`config.mk`:
```
export PLATFORM = sky130hd
export DESIGN_NAME = solovay_strassen_round
export DESIGN_NICKNAME = d
export VERILOG_FILES = /design/src/hdl/ssr_pkg.sv /design/src/hdl/ssr_arith.sv /design/src/hdl/solovay_strassen_round.sv
export SDC_FILE = /design/constraint.sdc
export NUM_CORES = 1
export LEC_CHECK = 0
export ABC_AREA = 1
export BUFFER_PORTS_ARGS = -buffer_cell sky130_fd_sc_hd__buf_2
export CELL_PAD_IN_SITES_DETAIL_PLACEMENT = 1
export CELL_PAD_IN_SITES_GLOBAL_PLACEMENT = 1
export CORE_UTILIZATION = 35
export CTS_CLUSTER_SIZE = 28
export DETAILED_ROUTE_END_ITERATION = 16
export GPL_TIMING_DRIVEN = 0
export HOLD_SLACK_MARGIN = 0.15
export PLACE_DENSITY = 0.78
export SLEW_MARGIN = 20
export SYNTH_ARGS = -nofsm -noshare
export SYNTH_HDL_FRONTEND = slang
export SYNTH_SLANG_ARGS = --single-unit
export TNS_END_PERCENT = 1
```
`constraint.sdc`:
```
create_clock -name clock -period 5.7 [get_ports clock]
set_input_delay 1.14 -clock clock [delete_from_list [all_inputs] [get_ports clock]]
set_output_delay 1.14 -clock clock [all_outputs]
set_load 0.01 [all_outputs]
```
`src/hdl/ssr_pkg.sv`:
```
// Shared types and constants for the Solovay-Strassen round block.
package ssr_pkg;

   localparam int WIDTH = 32;

   typedef logic [WIDTH-1:0] word_type;

   typedef enum logic [3:0] {
      ST_IDLE,
      ST_RED_START,
      ST_RED_WAIT,
      ST_JAC_CHECK,
      ST_JAC_SWAP,
      ST_POW_SETUP,
      ST_POW_BIT,
      ST_POW_MUL_WAIT,
      ST_POW_SQ_WAIT,
      ST_DONE
   } state_type;

   typedef enum logic [0:0] {
      OP_MOD,
      OP_MUL
   } op_type;

   typedef struct packed {
      logic   start;
      op_type op;
   } unit_ctl_type;

endpackage

```
`src/hdl/ssr_arith.sv`:
```
// Shared bit-serial unit: y mod n, or x*y mod n by shift-and-add.
module ssr_arith (
   input  logic                  clock,
   input  logic                  reset,
   input  ssr_pkg::unit_ctl_type ctl,
   input  ssr_pkg::word_type     x,
   input  ssr_pkg::word_type     y,
   input  ssr_pkg::word_type     n,
   output logic                  done,
   output ssr_pkg::word_type     result
);
   import ssr_pkg::*;

   localparam int CW = $clog2(WIDTH + 1);

   logic          busy_ff, busy_in;
   logic [CW-1:0] cnt_ff, cnt_in;
   op_type        op_ff, op_in;
   word_type      r_ff, r_in;
   word_type      x_ff, x_in;
   word_type      y_ff, y_in;
   word_type      n_ff, n_in;
   logic          done_ff, done_in;

   logic [WIDTH:0] dbl;
   word_type       r1;
   logic [WIDTH:0] sum;
   word_type       r2;

   always_comb begin
      dbl = {r_ff, 1'b0};
      if (op_ff == OP_MOD) begin
         dbl[0] = y_ff[WIDTH-1];
      end
      r1 = (dbl >= {1'b0, n_ff}) ? word_type'(dbl - {1'b0, n_ff}) : dbl[WIDTH-1:0];
      sum = {1'b0, r1} + {1'b0, x_ff};
      if (op_ff == OP_MUL && y_ff[WIDTH-1]) begin
         r2 = (sum >= {1'b0, n_ff}) ? word_type'(sum - {1'b0, n_ff}) : sum[WIDTH-1:0];
      end else begin
         r2 = r1;
      end
   end

   always_comb begin
      busy_in = busy_ff;
      cnt_in  = cnt_ff;
      op_in   = op_ff;
      r_in    = r_ff;
      x_in    = x_ff;
      y_in    = y_ff;
      n_in    = n_ff;
      done_in = 1'b0;
      if (busy_ff) begin
         r_in   = r2;
         y_in   = {y_ff[WIDTH-2:0], 1'b0};
         cnt_in = cnt_ff - CW'(1);
         if (cnt_ff == CW'(1)) begin
            busy_in = 1'b0;
            done_in = 1'b1;
         end
      end else if (ctl.start) begin
         busy_in = 1'b1;
         cnt_in  = CW'(WIDTH);
         op_in   = ctl.op;
         r_in    = '0;
         x_in    = x;
         y_in    = y;
         n_in    = n;
      end
   end

   always_ff @(posedge clock) begin
      if (reset) begin
         busy_ff <= 1'b0;
         done_ff <= 1'b0;
         cnt_ff  <= '0;
      end else begin
         busy_ff <= busy_in;
         done_ff <= done_in;
         cnt_ff  <= cnt_in;
      end
      op_ff <= op_in;
      r_ff  <= r_in;
      x_ff  <= x_in;
      y_ff  <= y_in;
      n_ff  <= n_in;
   end

   assign done   = done_ff;
   assign result = r_ff;

endmodule

```
`src/hdl/solovay_strassen_round.sv`:
```
// Top level: one Solovay-Strassen round on the configured modulus.
// Work: modular reductions in the Jacobi loop, plus
// up to 2*WIDTH modular multiplies in the power step.
// Throughput: one transaction at a time; all arithmetic runs through one
// shared bit-serial mod/multiply unit. Moduli below three, and even moduli, skip it.
// Reset (synchronous, active high) clears the modulus and the sequencer.
module solovay_strassen_round (
   input  logic                      clock,
   input  logic                      reset,
   input  logic                      csr_valid,
   output logic                      csr_ready,
   input  logic [31:0]               csr_modulus,
   input  logic                      req_valid,
   output logic                      req_stall,
   input  logic [31:0]               req_witness,
   output logic                      rsp_valid,
   input  logic                      rsp_stall,
   output logic                      rsp_verdict,
   output logic signed [1:0]         rsp_jacobi_symbol,
   output logic [31:0]               rsp_power_value
);
   import ssr_pkg::*;

   state_type     state_ff, state_in;
   word_type      mod_ff, mod_in;
   word_type      a_ff, a_in;
   word_type      b_ff, b_in;
   word_type      acc_ff, acc_in;
   word_type      sq_ff, sq_in;
   word_type      e_ff, e_in;
   logic          neg_ff, neg_in;
   logic          pass_ff, pass_in;
   logic [1:0]    jac_ff, jac_in;
   logic          rv_ff, rv_in;

   unit_ctl_type  ctl;
   word_type      ux, uy;
   logic          udone;
   word_type      ures;

   ssr_arith u_arith (
      .clock  (clock),
      .reset  (reset),
      .ctl    (ctl),
      .x      (ux),
      .y      (uy),
      .n      (b_ff),
      .done   (udone),
      .result (ures)
   );

   assign csr_ready = (state_ff == ST_IDLE) && !rv_ff;
   assign req_stall = (state_ff != ST_IDLE) || rv_ff;

   always_ff @(posedge clock) begin
      if (reset) begin
         state_ff <= ST_IDLE;
         mod_ff   <= '0;
         rv_ff    <= 1'b0;
      end else begin
         state_ff <= state_in;
         mod_ff   <= mod_in;
         rv_ff    <= rv_in;
      end
      a_ff    <= a_in;
      b_ff    <= b_in;
      acc_ff  <= acc_in;
      sq_ff   <= sq_in;
      e_ff    <= e_in;
      neg_ff  <= neg_in;
      pass_ff <= pass_in;
      jac_ff  <= jac_in;
   end

   always_comb begin
      state_in = state_ff;
      mod_in   = mod_ff;
      a_in     = a_ff;
      b_in     = b_ff;
      acc_in   = acc_ff;
      sq_in    = sq_ff;
      e_in     = e_ff;
      neg_in   = neg_ff;
      pass_in  = pass_ff;
      jac_in   = jac_ff;
      rv_in    = rv_ff;
      ctl.start = 1'b0;
      ctl.op    = OP_MOD;
      ux = '0;
      uy = a_ff;

      if (rv_ff && !rsp_stall) begin
         rv_in = 1'b0;
      end
      if (csr_valid && csr_ready) begin
         mod_in = word_type'(csr_modulus);
      end

      case (state_ff)
         ST_IDLE: begin
            if (req_valid && !req_stall) begin
               a_in    = word_type'(req_witness);
               b_in    = mod_ff;
               neg_in  = 1'b0;
               pass_in = 1'b0;
               jac_in  = 2'd0;
               acc_in  = '0;
               if (mod_ff == word_type'(2)) begin
                  pass_in  = 1'b1;
                  state_in = ST_DONE;
               end else if (mod_ff < word_type'(3) || !mod_ff[0]) begin
                  state_in = ST_DONE;
               end else begin
                  state_in = ST_RED_START;
               end
            end
         end
         ST_RED_START: begin
            ctl.start = 1'b1;
            ctl.op    = OP_MOD;
            state_in  = ST_RED_WAIT;
         end
         ST_RED_WAIT: begin
            if (udone) begin
               a_in = ures;
               if (b_ff == mod_ff && sq_ff != ures) begin
                  sq_in = ures;
               end
               if (b_ff == mod_ff) begin
                  sq_in = ures;
               end
               state_in = ST_JAC_CHECK;
            end
         end
         ST_JAC_CHECK: begin
            if (a_ff == '0) begin
               jac_in   = 2'd0;
               state_in = ST_DONE;
            end else if (!a_ff[0]) begin
               a_in = a_ff >> 1;
               if (b_ff[2:0] == 3'd3 || b_ff[2:0] == 3'd5) begin
                  neg_in = !neg_ff;
               end
            end else if (a_ff == word_type'(1)) begin
               jac_in   = neg_ff ? 2'b11 : 2'b01;
               state_in = ST_POW_SETUP;
            end else begin
               if (a_ff[1:0] == 2'd3 && b_ff[1:0] == 2'd3) begin
                  neg_in = !neg_ff;
               end
               state_in = ST_JAC_SWAP;
            end
         end
         ST_JAC_SWAP: begin
            a_in = b_ff;
            b_in = a_ff;
            state_in = (b_ff >= a_ff) ? ST_RED_START : ST_JAC_CHECK;
         end
         ST_POW_SETUP: begin
            b_in     = mod_ff;
            acc_in   = word_type'(1);
            e_in     = (mod_ff - word_type'(1)) >> 1;
            state_in = ST_POW_BIT;
         end
         ST_POW_BIT: begin
            if (e_ff == '0) begin
               if (jac_ff == 2'b01) begin
                  pass_in = (acc_ff == word_type'(1));
               end else begin
                  pass_in = (acc_ff == (mod_ff - word_type'(1)));
               end
               state_in = ST_DONE;
            end else if (e_ff[0]) begin
               ctl.start = 1'b1;
               ctl.op    = OP_MUL;
               ux = acc_ff;
               uy = sq_ff;
               state_in = ST_POW_MUL_WAIT;
            end else begin
               ctl.start = 1'b1;
               ctl.op    = OP_MUL;
               ux = sq_ff;
               uy = sq_ff;
               state_in = ST_POW_SQ_WAIT;
            end
         end
         ST_POW_MUL_WAIT: begin
            if (udone) begin
               acc_in   = ures;
               e_in     = {e_ff[WIDTH-1:1], 1'b0};
               state_in = ST_POW_BIT;
            end
         end
         ST_POW_SQ_WAIT: begin
            if (udone) begin
               sq_in    = ures;
               e_in     = e_ff >> 1;
               state_in = ST_POW_BIT;
            end
         end
         ST_DONE: begin
            if (!rv_ff) begin
               rv_in    = 1'b1;
               state_in = ST_IDLE;
            end
         end
         default: begin
            state_in = ST_IDLE;
         end
      endcase
   end

   assign rsp_valid         = rv_ff;
   assign rsp_verdict       = pass_ff;
   assign rsp_jacobi_symbol = jac_ff;
   assign rsp_power_value   = 32'(acc_ff);

endmodule
```
* Word level (Yosys, flattened, before mapping)
Index checks and enable logic that the tools add are counted.
Cells by class: $lt $le $gt $ge 4, add/sub/neg operators 5, multiplexer cells 69, reductions and logical operators 43, eq/ne operators 36, bitwise gates (word level) 3
Operator list (count):
- 32-bit 2-to-1 mux | 20
- 32-bit case mux with 3 select lines | 3
- 32-bit case mux with 4 select lines | 1
- 33-bit by 32-bit >= comparator with 1-bit output | 2
- 32-bit by 1-bit == test with 1-bit output (second input constant) | 2
- 32-bit == test | 2
- 32-bit zero test | 2
- 32-bit case mux with 2 select lines | 1
- 32-bit subtractor | 2
- 4-bit 2-to-1 mux | 10
- 4-bit case mux with 9 select lines | 1
- 32-bit by 32-bit adder with 33-bit output | 1
- 32-bit by 2-bit == test with 1-bit output (second input constant) | 1
- 32-bit >= comparator | 1
- 32-bit by 2-bit < comparator with 1-bit output (second input constant) | 1
- 32-bit inequality test | 1
- 32-bit by 1-bit subtractor with 32-bit output (second input constant) | 1
- 1-bit 2-to-1 mux | 20
- 3-bit inequality test (second input constant) | 6
- 4-bit by 3-bit == test with 1-bit output (second input constant) | 4
- 2-bit 2-to-1 mux | 7
- 6-bit 2-to-1 mux | 2
- 3-bit AND reduction | 4
- 4-bit AND reduction | 3
- other kinds (25) | 62
Word-level totals: register bits 338, logic and storage cells 182

* Depth between registers and ports, before layout
word-level depth 8, depth in mapped cells 49

* Modules after synthesis
A second synthesis with hierarchy kept.
Unflattened totals: cell total of the unflattened synthesis 3517, area total of the unflattened synthesis 25471.9 µm²
Modules (own cells, without submodules):
- ssr_arith | cells each 2074, area an instance 13629.3 µm², times used 1
- solovay_strassen_round | cells each 1443, area an instance 11842.6 µm², times used 1

* Worst setup path before layout
OpenSTA, ideal clock, no wires.
kind register to register, from reg u_arith.r_ff[0] (netlist: u_arith.result[0]), to reg u_arith.r_ff[10] (netlist: u_arith.result[10]), data pin, path buffers 2, path slack 0.354 ns, cell stages (with the launch flop) 41, period minus slack after synthesis 5.346 ns, library setup time 0.270 ns, data arrival time 5.075 ns, path through edfxtp_1 ha_1 nand3_1 nand2_2 nand2_1 nand2_2 inv_2 o21bai_2 nand3_2 nand2_2 nand2_2 nand2_4 inv_2 buf_6 nand2_1 and2_1 ha_1 inv_1 [... 5 more ...] o21ai_0 nand2_1 nand2_1 xor2_1 inv_1 ha_1 nand2_1 nor2_1 inv_1 nor3_1 nand2_1 nand3_2 nand2_2 nand2_2 buf_2 nand2_1 nand3_1 a21oi_1
On the way: cells in the longest elaborated chain, start to end 7, elaborated cells between the ends (all ways) 9, those cells by class add/sub (3); order compare (2); mux (4)
Ends and longest elaborated chain:
- start: declaration | line ssr_arith.sv:19 | word_type r_ff, r_in;
- start signal: assignment | line ssr_arith.sv:83 | r_ff <= r_in;
- 32-bit subtractor or 33-bit by 32-bit >= comparator with 1-bit output (tied branches) | line ssr_arith.sv:35 | r1 = (dbl >= {1'b0, n_ff}) ? word_type'(dbl - {1'b0, n_ff}) : dbl[WIDTH-1:0];
- 32-bit 2-to-1 mux * | line ssr_arith.sv:35
- 32-bit by 32-bit adder with 33-bit output | line ssr_arith.sv:36 | sum = {1'b0, r1} + {1'b0, x_ff};
- 32-bit subtractor or 33-bit by 32-bit >= comparator with 1-bit output (tied branches) | line ssr_arith.sv:38 | r2 = (sum >= {1'b0, n_ff}) ? word_type'(sum - {1'b0, n_ff}) : sum[WIDTH-1:0];
- 32-bit 2-to-1 mux | line ssr_arith.sv:38
- 32-bit 2-to-1 mux * | line ssr_arith.sv:37 | if (op_ff == OP_MUL && y_ff[WIDTH-1]) begin
- 32-bit 2-to-1 mux * | line ssr_arith.sv:53 | if (busy_ff) begin
Every way passes the cells marked *; elsewhere a longest branch is shown, timed or not. A chain may end at the register's enable or synchronous reset.

* Worst setup path in the final report
from reg u_arith.r_ff[12] (netlist: u_arith.result[12]), to reg u_arith.r_ff[24] (netlist: u_arith.result[24]), data pin
Same word-level chain as after synthesis.

==> metrics.md <==
| Metric | Value |
|---|---|
| Status | finished, violations left |
| Failing checks | negative setup slack |
| CTS Sinks | 337 |
| Largest net degree at the start of global routing | 50 |
| Yosys warning total | 0 |
| Area grow syn2layout | 28.4% |
| Remaining routing DRC violations | 0 |
| Register area | 9660 sq um |
| Fmax | roughly 170 MHz |
| FF-to-FF setup slack | -0.23 ns |
| Chip Width | 264 microns |
| Vias | 24.4k |
| Footprint of the multi-input gates | 14,900 sq um |
| Die ar. | 69,700 sq um |
| Syn nets | 3,352 |
| Most used cell, CP | nand2_4 |
| Min cycle time layout | 5.93 ns |
| Final period utilization | 104% |
| Mapped Avg Cell Area | 7.63 sq um |
| Max_cap viols | 0 |
| Routability cong. | 0.940 |
| Hold buffer count at cts | 0 |
| CP endpoint kind | register |
| CTS tree | done |
| Synth area leader | edfxtp_1 |
| DRT antenna net count | 0 |
| Startpoint types | register |
| R2R Path Start | u_arith.result[12]$_SDFFCE_PN0P_ |
| Synth top area share | 36.4% |
| First-pass GRT wire length | 151 mm |
| Die height | 264 microns |
| Clock-pin slew of the registers on the worst-case setup and hold paths | approximately 0.070 ns |
| Initial antenna violation count | 1 |
| DR WL/cell | 24.4 microns |
| Nets | 3,643 |
| Uppermost layer routed | met4 |
| Core Area | between 60,000 and 70,000 sq um |
| Synth cell types | between 50 and 60 |
| Post-detail-place hpwl | 79.2 mm |
| Slowest cell on crit path | edfxtp_1 |
| Post-synthesis cell area | ~24,000 sq um |
| WL met1 | 41.9 mm |
| IO Port Bufs | ~110 |
| Drt total wl | approximately 110 mm |
| WP data required | 6.10 ns |
| Slew @ Worst Pin | roughly 1.0 ns |
| Worst Hold Class | register to register |
| N_diodes | 0 |
| CP delay by family, top | simple AND/OR/NAND/NOR gates |
| Final max-slew violation count | 0 |
| Global route overflow | 0 |
| Cells after synthesis | 3,147 |
| RSZ-0062 raised after global routing | yes |
| Hold EP | u_arith.cnt_ff[0]$_SDFFE_PP0P_ |
| Num rows | 95 |
| Reg2Reg Depth | 36 |
| Slowest stage delay, CP | 0.46 ns |
| CTS Buf Count | 38 |
| FILL cells | a little over 8k |
| Number of global-route vias before repair | 25.1k |
| Clock Path Buffers | 3 |
| Max_slew headroom | 33.2% |
| Worst hold start | u_arith.cnt_ff[0]$_SDFFE_PP0P_ |
| Initial DRT Pass Iterations | 6 |
| Final Hold Fails | 0 |
| Synthesis-stage register bit count | 337 |
| Layout cell share with drive strength beyond 1 | 23.8% |
| H-tree levels | 2 |
| Final core occ | 45.7% |
| Seq/Total Area, Yosys | a little over 40% |
| Layout Skew | 0.0228 ns |
| Clock Latency Late Sink | a little under 0.6 ns |
| Via/cell ratio | around 5.6 |
| CP Max Fanout | 8 |
| Top post-synthesis cells by area | edfxtp_1 36%, nand2_1 13%, ha_1 6.9%, inv_1 5.9%, a21oi_1 5.0% |
| Clock Root Buffer | clkbuf_16 |
| Final WS setup | -0.233 ns |
| Critical Path AT | 6.33 ns |
| Initial Util | 35.6% |
| Setup violators final | 32 |
| DR iter-0 viols | 1,980 |
| WL met2 | 51.7 mm |
| Buf/Inv on CP | 9 |
| Reg2reg end | u_arith.result[24]$_SDFFCE_PN0P_ |
| Hold depth | 2 |
| Met3 Wirelength | 6.37 mm |
| Ports | 107 |
| GRT Total Usage | between 20% and 30% |
| Crit Path Category | register to register |
kinds of logic after synthesis:
logic type,share of synthesized area [%]
AOI/OAI and AO/OA,14.3
buffers and inverters,8.03
DFF,40.2
xor gates and xnor gates,4.06
adders and majority gates,7.18
and+or+nand+nor,26.2
area by class of cell:
class | instances | area share (%)
inverters | 388 | 4.88
well taps | 873 | 3.54
clock inverters | 17 | 0.613
multi-input cells | 2323 | 48.5
clock buffers | 49 | 3.49
repair buffers | 252 | 5.94
plain buffers | 98 | 1.76
flip-flops and latches | 337 | 31.3
placed cells by master (no fill, tap or decap), drive strengths merged, types with 62 or more instances in the layout:
cell	instances
buf	285
clkbuf	113
nand3	172
nor2	305
edfxtp	291
inv	386
ha	133
o21ai	226
xor2	62
a21oi	241
nand2	881
routing by layer:
layer  global-route usage [%]  up-vias
li1                         -    11100
met1                     35.3    12100
met2                     50.2      968
met3                     2.92      270
met4                     14.3        0
met5                        0        -
state kept, by name, indices dropped and copies added (netlist names), 6 cells and up:
register / flops
a_ff: 32
b_ff: 32
e_ff: 31
mod_ff: 32
rsp_power_value: 32
sq_ff: 32
u_arith.cnt_ff: 6
u_arith.n_ff: 32
u_arith.result: 32
u_arith.x_ff: 32
u_arith.y_ff: 32
timing repair:
item	CTS	global route
pin swaps	82	110
resized for setup	359	237
cloned	4	1
endpoints found under the setup margin	32	32
buffers inserted	82	53
per-stage QoR:
step	TNS [ns]	cells	instance area [sq um]	worst slack, ns	hold slack, ns
3_3_place_gp	-49.69	4125	25600	-1.36	0.459
2_1_floorplan	0	3147	24000	0.354	0.446
4_1_cts	-0.885	4283	29400	-0.0414	0.497
5_1_grt	-11.42	4337	30800	-0.465	0.517
6_report	-4.21	4337	30800	-0.233	0.501
3_5_place_dp	-43.78	4132	25800	-1.43	0.477
cell usage after synthesis (all sizes together):
cell type / number
fa: 3
nand3: 172
o22ai: 7
o21ai: 226
xor2: 62
dfxtp: 46
a21o: 12
xnor2: 46
a22o: 10
nor2: 305
clkinv: 2
ha: 133
o21a: 12
a21oi: 241
and2: 15
a21boi: 8
and3: 2
o21bai: 17
o221ai: 1
nor3: 33
a221o: 2
a31oi: 7
a221oi: 1
or2: 5
inv: 386
clkbuf: 64
nand4: 34
a211oi: 2
nand2: 881
o31ai: 1
a32o: 12
edfxtp: 291
o311ai: 1
o2111ai: 28
o211ai: 10
nor4: 15
nand3b: 18
buf: 35
or3: 1
worst max-delay path by stage:
stage,start,to,cells after the start
6_report,u_arith.result[12]$_SDFFCE_PN0P_,u_arith.result[24]$_SDFFCE_PN0P_,36
5_1_grt,u_arith.op_ff$_SDFFCE_PP0P_,u_arith.result[24]$_SDFFCE_PN0P_,43
4_1_cts,u_arith.op_ff$_SDFFCE_PP0P_,u_arith.result[1]$_SDFFCE_PN0P_,41
3_5_place_dp,u_arith.result[10]$_SDFFCE_PN0P_,u_arith.result[21]$_SDFFCE_PN0P_,38
3_3_place_gp,u_arith.result[12]$_SDFFCE_PN0P_,u_arith.result[21]$_SDFFCE_PN0P_,38
2_1_floorplan,u_arith.result[0]$_SDFFCE_PN0P_,u_arith.result[10]$_SDFFCE_PN0P_,40
tightest hold or removal path, stage by stage, from the launching register on:
cell     delay, ns
dfxtp_1       0.33
nand2_1       0.07
a21oi_1       0.05
Power is left out: the tool's default activity adds up to more than one toggle a clock period on the data nets, which glitch-free logic cannot reach.
